$ cat config.mk
export PLATFORM = sky130hd
export DESIGN_NAME = crr_ram
export DESIGN_NICKNAME = d
export VERILOG_FILES = /design/src/chained_range_remap_assert.svh /design/src/crr_ram.sv
export SDC_FILE = /design/constraint.sdc
export NUM_CORES = 1
export LEC_CHECK = 0
export CORE_ASPECT_RATIO = 1.1
export CORE_MARGIN = 2
export CORE_UTILIZATION = 25
export DETAILED_ROUTE_END_ITERATION = 12
export DONT_BUFFER_PORTS = 1
export PLACE_DENSITY = 0.35
export SETUP_SLACK_MARGIN = 0.15
export SLEW_MARGIN = 20
export SYNTH_ARGS = -nofsm -noshare
export SYNTH_HDL_FRONTEND = slang
export SYNTH_SLANG_ARGS = --single-unit
$ cat constraint.sdc
create_clock -name clk -period 5.34 [get_ports clk]
set_clock_uncertainty 0.1 [all_clocks]
set_input_delay 1.335 -clock clk [delete_from_list [all_inputs] [get_ports clk]]
set_output_delay 1.335 -clock clk [all_outputs]
set_load 0.005 [all_outputs]
$ cat src/chained_range_remap_assert.svh
// Assertion macros shared by the remap block.
`ifndef CHAINED_RANGE_REMAP_ASSERT_SVH
`define CHAINED_RANGE_REMAP_ASSERT_SVH

// The consequent must hold in the same cycle as the antecedent.
`define CRR_ASSERT_SAME(label, clk, rstn, ante, cons) \
    label: assert property (@(posedge clk) disable iff (!(rstn)) (ante) |-> (cons)) \
        else $error("remap block assertion failed");

// The consequent must hold in the cycle after the antecedent.
`define CRR_ASSERT_NEXT(label, clk, rstn, ante, cons) \
    label: assert property (@(posedge clk) disable iff (!(rstn)) (ante) |=> (cons)) \
        else $error("remap block assertion failed");

`endif

$ cat src/crr_ram.sv
// Generic simple dual-port RAM with a registered read.
module crr_ram #(
    parameter int WIDTH = 32,
    parameter int DEPTH = 16
) (
    input  logic                                        clk,
    input  logic                                        wr_en,
    input  logic [(DEPTH > 1 ? $clog2(DEPTH) : 1)-1:0] wr_addr,
    input  logic [WIDTH-1:0]                            wr_data,
    input  logic                                        rd_en,
    input  logic [(DEPTH > 1 ? $clog2(DEPTH) : 1)-1:0] rd_addr,
    output logic [WIDTH-1:0]                            rd_data
);

    logic [WIDTH-1:0] mem [DEPTH];

    always_ff @(posedge clk) begin
        if (wr_en) begin
            mem[wr_addr] <= wr_data;
        end
        if (rd_en) begin
            rd_data <= mem[rd_addr];
        end
    end

endmodule

After elaboration in Yosys (flattened, before gate mapping)
Memories as Yosys holds them, arrays and structs flattened. A register that Yosys moved wholly into a read port is not among the register bits.
Index checks and enable logic that the tools add are counted.
Cells by class
  magnitude comparators: 0
  mux-type cells: 2
  equality and inequality tests: 0
  reductions and logical operators: 0
  shifts and indexed selects: 0
  divide/modulo/power cells: 0
  multiply operators: 0
  bitwise gates (word level): 0
  add/sub/neg operators: 0
Operators with widths (number)
  $mux 1: 2
Word-level totals
  memories: 1
  memory bits (writable): 512
  bits in latches: 0
  bits in registers: 0
  bits in read-only memories: 0
Memories
  mem: words 16, bits a word 32, rd ports 1, clocked after Yosys merged registers in 1, wr ports 1, line crr_ram.sv:15  | logic [WIDTH-1:0] mem [DEPTH];

Logic depth before layout (Yosys ltp)
Gate-level depths: netlist (run 1).
  word-level depth: 2
  mapped depth: 5
  gate-level depth less buffers: 3

Worst setup path before layout (run 1)
Ideal clock, no wire load.
  path type: input to register
  start point: input port wr_addr[2] (netlist name)
  end point: memory mem[0][0] (enable)
  library setup time: 0.461 ns
  stages: 2
  slack: 0.725 ns
  required time: 4.779 ns
  buffers on the path: 0
  arrival: 4.053 ns
  cell sequence: or3b_2 > nor3_1
RTL lines
  start, declared: line crr_ram.sv:8  | input logic [(DEPTH > 1 ? $clog2(DEPTH) : 1)-1:0] wr_addr,
  end, declared: line crr_ram.sv:15
Straight into the memory's write port.

Worst setup path in the final report (run 1)
  start point: input port wr_addr[2] (netlist name)
  end point: memory mem[1][18] (enable)
Straight into the memory's write port.

==> qor.txt, run 1 <==
Area post-placement = 0.0216 mm^2
CP required = 5.54 ns
Worst reg2reg path depth = 3
Switching part of the total = 19.8%
Fillcell total = 7,807
Leading cell types in the layout, fill and taps excluded = edfxtp_1, mux4_2, a22oi_1
Final GP Congestion = 0.663
CTS tree = done
CP Launch Type = primary input
Worst hold margin = 0.657 ns
Port bufs = 0
Area of the multi-input gates = 0.00375 mm^2
Reg-to-reg startpoint = mem[3][9]
Worst path max stage delay = 0.66 ns
Clock-pin slew on the worst setup and hold paths = 0.06 ns
I/O Pins = 75
CTS Sinks = 544
Maximum root-to-sink buffer count = 3
Pint = 7290 uW
Dpl ws = 1.87 ns
Root Driver = clkbuf_16
Flop pwr share = 53.3%
Cell Area, Synth = 0.0202 mm^2
Finished layout cell area = 0.0234 mm^2
Seq cells post-synth = 544
Area leader, netlist = edfxtp_1
Layout cells sized above 1 = 26.9%
Worst-Skew Late Latency = 0.61 ns
Max-slew violations = 0
Final Hold Fails = 0
Setup bufs post-CTS = 0
DRT iter0 DRCs = 814
Hold Path Stages = 3
Nets = 919
CTS Buf Count = 58
WP buf/inv = 1
First-pass GRT wire length = 73,900 um
Vias in the first global route = 9,547
Remaining DRCs = 0
Hold-fix buffers, CTS = 0
Clock share of power = 43.7%
Slew headroom = 27.1%
# diodes = 0
Worst path arrival time = 2.97 ns
Pwr Density = 388 mW/mm^2
WS Path Type = in -> reg
Crit-path slowest cell = nor2_4
Synthesized area per cell = 24.1 um^2
Crit path max-delay family = simple AND/OR/NAND/NOR gates
Row count = 109
Die width = 275 um
Max VDD drop = 258 uV
Worst-Margin Slew = 1.09 ns
Gr usage total = 12.7%
Final worst path period share = 52.0%
Routed WL per cell = 26.3 um
Initial Util = 25.2%
Full die area = 0.0830 mm^2
F_max = 360 MHz
Resize count post-CTS = 0
Outcome = completed
CP cell instances = or3b_2 -> nor2_4 -> buf_4
RSZ-0062 raised after global routing = false
Largest net degree at the start of global routing = 129
Combinational power share = 3.0%
Reg-to-Reg End = rd_data[9]
Worst min path class = reg -> reg
HP Start = mem[5][17]
Share of the synthesized area in the top cell type = 81.0%
H-tree Lvls = 2
Synthesized Nets = 881
Synth area leaders = edfxtp_1, mux4_2, a22oi_1
CP Max Fanout = 20
Yosys cell types = 17
Post-Route WL = 51,800 um
Maxcap violations = 0
Sequential share of the synthesized area = 81.0%
Overall power = 9090 uW
Initial antenna violation count = 1
Die H = 302 um
Vias = 8,768
Worst setup EP type = register
Final setup TNS = 0 ns
Minimum clock period = 2.78 ns
Grt ovf = 0
Dpl hpwl = 27,900 um
Core ar. = 0.0802 mm^2
# setup viols final = 0
Hold EP = rd_data[17]
DR pass1 iterations = 7
Warnings, synthesis = 0
Vias per inst = 4.46
R2R Setup Slk = 3.44 ns
Commonest non-fill, non-tap cell in the layout = edfxtp_1
Switching power = 1800 uW
Antenna Nets Post-Route = 0
Reg area = 0.0163 mm^2
Post-Syn Instances = 838
Area growth syn-to-layout = 16.1%
Static leakage = 0.00708 uW
Setup ws final = 2.56 ns
==> registers in the layout, indices dropped and copies added, names as in the netlist <==
register / flops
rd_data: 32
mem: 512
==> layer usage <==
layer / part of all wire [%] / global-route usage, % / up-vias
met5: 0 / 0 / -
met4: 1.9 / 3.24 / 0
met3: 5.2 / 3.01 / 61
met2: 46 / 19.6 / 192
met1: 46 / 17.9 / 4841
li1: - / - / 3674
==> through the flow <==
step | util, % | cells
floorplan | - | 838
global placement | 26.9 | 1869
detailed placement | 26.9 | 1870
CTS | 29.2 | 1968
global route | 29.2 | 1968
finish | 29.2 | 1968
==> worst max path at each step <==
stage,startpoint,end,slack [ns],cells past startpoint
after floorplan,wr_addr[2],mem[0][0],0.73,2
after global placement,wr_en,mem[14][17],1.82,3
after detailed placement,wr_en,mem[15][28],1.87,3
after CTS,wr_en,mem[15][27],2.53,3
after global routing,wr_addr[2],mem[1][18],2.48,3
final,wr_addr[2],mem[1][18],2.56,3
==> layout make-up <==
class                   instances  area share, %
flip-flops and latches        544           69.7
multi-input cells             251           16.0
clock buffers                  72           6.69
well taps                    1054           5.63
clock inverters                26           1.18
repair buffers                 21          0.780
==> synthesized netlist by cell type <==
cell        n
buf_2       4
or3b_2      1
buf_1       9
nand3b_1    2
nand3_1     1
mux4_2    128
and2_1      1
nor2b_1     2
clkbuf_1   17
buf_4      11
nor3_1      4
edfxtp_1  544
buf_6       2
nand2b_1    2
nor2_1     13
nand2_1    33
a22oi_1    64
==> logic make-up after synthesis <==
group / synth area share (%)
mux: 14.3
buf+inv: 1.10
flops: 81.0
simple gates: 1.25
compound gates: 2.38
==> worst register-to-register path: stages, from the launching register on <==
cell and delay [ns]:
edfxtp_1 0.36, mux4_2 0.50, a22oi_1 0.52, nand2_1 0.14
==> power by group through the flow <==
| stage | sequential (uW) | clock (uW) | combinational [uW] |
|---|---|---|---|
| 2_1_floorplan | 4920 | 0 | 230 |
| 3_3_place_gp | 4930 | 0 | 282 |
| 3_5_place_dp | 4940 | 0 | 282 |
| 4_1_cts | 4850 | 4110 | 283 |
| 5_1_grt | 4850 | 4260 | 296 |
| 6_report | 4840 | 3970 | 273 |
Power figures use the tool's default switching activity.
==> run 2, diff against run 1 <==
==> constraint.sdc (replaced) <==
create_clock -name clk -period 2.8 [get_ports clk]
set_clock_uncertainty 0.1 [all_clocks]
set_input_delay 0.7 -clock clk [delete_from_list [all_inputs] [get_ports clk]]
set_output_delay 0.7 -clock clk [all_outputs]
set_load 0.005 [all_outputs]
==> run 2 against run 1 <==
  * Global-route usage shrank 0.51 points
  * Setup slack lost 1.6 ns
  * Utilization grew 0.20 points
  * Sequential share of layout area shrank 0.46 points
  * Non-clock buffer count grew 2
  * Sequential power grew 91%
  * Register-to-register slack lost 2.3 ns
  * Power grew 86%
  * Combinational power grew 88%
  * Count of clock-buffer cells in the layout grew 1
  * Flip-flop and latch count is the same
  * Cell area grew 0.67%
  * Critical endpoint is now rd_data[20]
  * Largest power group unchanged
  * Highest routed layer unchanged
==> qor.txt, run 2 (synthesis gave the netlist of run 1 again) <==
CTS Buf Count = 60
Pint = 13,400 uW
Clock share of power = 42.2%
Die H = 302 um
Area post-placement = 0.0218 mm^2
Final GP Congestion = 0.646
Top Layer Used = met4
Worst-Skew Late Latency = 0.61 ns
Worst path arrival time = 1.08 ns
Minimum clock period = 1.88 ns
Finished layout cell area = 0.0236 mm^2
Full die area = 0.0830 mm^2
Core ar. = 0.0802 mm^2
Maxcap violations = 0
Antenna Nets Post-Route = 0
# setup viols final = 0
Switching part of the total = 20.6%
Root Driver = clkbuf_16
Vias per inst = 4.40
CP Launch Type = register
Switching power = 3470 uW
DRT iter0 DRCs = 627
Biggest regs = mem: 512 flops, rd_data: 32 flops
Clock-pin slew on the worst setup and hold paths = 0.06 ns
Setup bufs post-CTS = 0
F_max = 532 MHz
Initial Util = 25.2%
Final Hold Fails = 0
Max VDD drop = 440 uV
Metal3 WL = 2700 um
Met2 WL = 22,800 um
DR pass1 iterations = 4
Worst-Margin Slew = 0.789 ns
Gr usage total = 12.1%
Reg area = 0.0163 mm^2
Max reg flops = 512
H-tree Lvls = 2
Largest net degree at the start of global routing = 129
Hold-fix buffers, CTS = 0
Leading cell types in the layout, fill and taps excluded = edfxtp_1, mux4_2, a22oi_1
Area growth syn-to-layout = 16.9%
CP required = 2.00 ns
Nets = 923
Final setup TNS = 0 ns
I/O Pins = 75
Initial antenna violation count = 0
Port bufs = 0
Die width = 275 um
Worst min path class = in -> reg
First-pass GRT wire length = 71,600 um
Final core utilization = 29.4%
Area of the multi-input gates = 0.00377 mm^2
Pwr Density = 716 mW/mm^2
Vias = 8,722
Max-slew violations = 0
Combinational power share = 3.0%
Static leakage = 0.00713 uW
Final worst path period share = 67.1%
Outcome = completed
Fillcell total = 7,822
CTS Sinks = 544
Post-Route WL = 49,300 um
Overall power = 16,900 uW
Met1 wire length = 22,700 um
Resize count post-CTS = 0
Routed WL per cell = 24.9 um
CP Max Fanout = 1
Dpl hpwl = 24,000 um
Grt ovf = 0
Maximum root-to-sink buffer count = 3
RSZ-0062 raised after global routing = false
Commonest non-fill, non-tap cell in the layout = edfxtp_1
Row count = 109
Worst hold margin = 0.0816 ns
Layout cells sized above 1 = 27.6%
Slew headroom = 47.4%
Flop pwr share = 54.7%
Remaining DRCs = 0
# diodes = 0
Worst setup EP type = output port
Largest reg by FF count = mem
CTS tree = done
WS Path Type = reg -> out
Vias in the first global route = 9,672
run 2: final timing paths:
path,slack [ns],startpoint,end,cells past startpoint
setup / recovery,0.92,rd_data[20],rd_data[20],0
setup reg to reg,1.16,mem[11][22],rd_data[22],3
hold reg to reg,0.64,mem[14][7],rd_data[7],3
hold / removal,0.08,wr_data[11],mem[13][11],0
run 2: routing by layer:
metal	global-route usage [%]	up-vias
li1	-	3706
met1	16.7	4755
met2	18.8	188
met3	3.18	73
met4	3.71	0
met5	0	-
run 2: power by group through the flow:
stage               Clock, uW  Combinational (uW)  Sequential (uW)
floorplan                   0                 442             9390
global placement            0                 530             9420
detailed placement          0                 530             9420
CTS                      7400                 530             9250
global route             7690                 561             9260
finish                   7130                 513             9240
run 2: cell type report:
class / instances / share of cell area (%)
sequential: 544 / 69.3
tap: 1054 / 5.59
clock buffer: 73 / 6.66
clock inverter: 37 / 0.748
multi-input combinational: 251 / 16.0
timing repair buffer: 23 / 1.74
run 2: per-stage QoR:
step / std cells / worst slack [ns]
after floorplan: 838 / -0.308
after global placement: 1872 / 0.564
after detailed placement: 1872 / 0.554
final: 1982 / 0.920
after CTS: 1982 / 0.842
after global routing: 1982 / 0.836
==> run 3, diff against run 2 <==
==> constraint.sdc (replaced) <==
create_clock -name clk -period 1.8 [get_ports clk]
set_clock_uncertainty 0.1 [all_clocks]
set_input_delay 0.45 -clock clk [delete_from_list [all_inputs] [get_ports clk]]
set_output_delay 0.45 -clock clk [all_outputs]
set_load 0.005 [all_outputs]
==> run 3 against run 2 <==
  * Final cell count grew 2.9%
  * Combinational power grew 110%
  * Non-clock buffer count grew 55
  * Setup slack lost 0.79 ns
  * Utilization grew 1.0 points
  * Register-to-register slack lost 0.94 ns
  * Sequential share of layout area shrank 2.3 points
  * Hold slack gained 0.024 ns
  * Power grew 61%
  * Clock power grew 63%
  * First-iteration DRC count grew 2.1%
  * Highest routed layer is now met5
  * Via count grew 2.9%
==> qor.txt, run 3 (synthesis gave the netlist of run 1 again) <==
Outcome = completed
Slew headroom = 56.0%
Core ar. = 0.0802 mm^2
CP Max Fanout = 1
Dpl hpwl = 28,000 um
# setup viols final = 0
Setup ws final = 0.126 ns
Grt ovf = 0
Maxcap violations = 0
F_max = 597 MHz
Root Driver = clkbuf_16
CTS Sinks = 544
Max reg flops = 512
Reg-to-reg startpoint = mem[3][23]
Worst-Margin Slew = 0.658 ns
Leading cell types in the layout, fill and taps excluded = edfxtp_1, mux4_2, a22oi_1
Met3 usage = 3.41%
Post-Route WL = 51,400 um
CTS Buf Count = 59
CTS tree = done
Die H = 302 um
WS Path Type = reg -> out
Remaining DRCs = 0
Biggest regs = mem: 512 flops, rd_data: 32 flops
Fillcell total = 7,729
Largest net degree at the start of global routing = 129
Static leakage = 0.00747 uW
Final Hold Fails = 0
Antenna Nets Post-Route = 0
Worst path arrival time = 1.12 ns
Worst-Skew Late Latency = 0.61 ns
RSZ-0062 raised after global routing = true
Post-Layout Cell Count = 2,040
Worst min path class = in -> reg
H-tree Lvls = 2
Final core utilization = 30.4%
Hold EP = mem[12][10]
Worst setup EP type = output port
Final worst path period share = 93.0%
Die width = 275 um
Max VDD drop = 697 uV
Largest reg by FF count = mem
Vias in the first global route = 9,734
Gr usage total = 12.6%
Initial antenna violation count = 7
I/O Pins = 75
Maximum root-to-sink buffer count = 3
Reg-to-Reg End = rd_data[23]
R2R Setup Slk = 0.22 ns
Vias = 8,978
Grt peak-use layer = met2
Met2 Usage GRT = 19.8%
Placed cells = 1,894
DRT iter0 DRCs = 640
DR pass1 iterations = 4
Full die area = 0.0830 mm^2
Dpl ws = -0.0484 ns
Routed WL per cell = 25.2 um
HP Start = wr_addr[0]
Layout cells sized above 1 = 28.5%
Reg area = 0.0163 mm^2
Met1 Track Usage GR = 17.4%
Clock-pin slew on the worst setup and hold paths = 0.06 ns
Area of the multi-input gates = 0.00382 mm^2
CP required = 1.25 ns
Row count = 109
Hold Path Stages = 2
Commonest non-fill, non-tap cell in the layout = edfxtp_1
Initial Util = 25.2%
CP Launch Type = register
Port bufs = 0
Minimum clock period = 1.67 ns
Area growth syn-to-layout = 20.9%
Pwr Density = 1110 mW/mm^2
Nets = 977
Max-slew violations = 0
Worst reg2reg path depth = 4
First-pass GRT wire length = 74,100 um
Vias per inst = 4.40
Final GP Congestion = 0.653
run 3: routing by layer:
metal,share of wire [%],vias up
met5,0.10,-
met4,1.7,10
met3,5.6,75
met2,46,178
met1,46,4902
li1,-,3813
run 3: timing repair:
item | CTS | global route
endpoints found under the hold margin | 544 | 0
gates resized for setup | 0 | 2
endpoints found under the setup margin | 23 | 19
setup buffers | 0 | 0
hold buffers | 33 | 0
run 3: cell type report:
type / instances / share of cell area [%]
sequential: 544 / 67.0
multi-input combinational: 251 / 15.6
clock buffer: 71 / 6.32
tap: 1054 / 5.41
timing repair buffer: 78 / 4.40
clock inverter: 40 / 1.23
antenna: 2 / 0.0205
run 3: how the worst max path moves through the flow:
| stage | start | endpoint | slack, ns | depth (start not counted) |
|---|---|---|---|---|
| 2_1_floorplan | wr_addr[2] | mem[0][0] | -0.46 | 2 |
| 3_3_place_gp | rd_addr[2] | rd_data[25] | -0.37 | 4 |
| 3_5_place_dp | wr_addr[2] | mem[0][22] | -0.05 | 3 |
| 4_1_cts | rd_data[11] | rd_data[11] | 0.07 | 0 |
| 5_1_grt | rd_data[11] | rd_data[11] | 0.07 | 0 |
| 6_report | rd_data[11] | rd_data[11] | 0.13 | 0 |
run 3: stage by stage:
| stage | instance area (um^2) | power [uW] | hold slack (ns) | TNS [ns] |
|---|---|---|---|---|
| finish | 24400 | 27100 | 0.105 | 0 |
| global route | 24400 | 28100 | 0.0702 | 0 |
| CTS | 24400 | 27600 | 0.0608 | 0 |
| detailed placement | 22200 | 15500 | 0.450 | -2.37 |
| global placement | 22200 | 15500 | 0.450 | -9.54 |
| floorplan | 20500 | 15300 | 0.449 | -70.13 |
run 3: power by group:
| group | switching [uW] | leakage [uW] | internal (uW) |
|---|---|---|---|
| Combinational | 563 | 0.00163 | 522 |
| Sequential | 114 | 0.00494 | 14300 |
| Clock | 4980 | 0.000899 | 6650 |
| Total | 5660 | 0.00747 | 21400 |
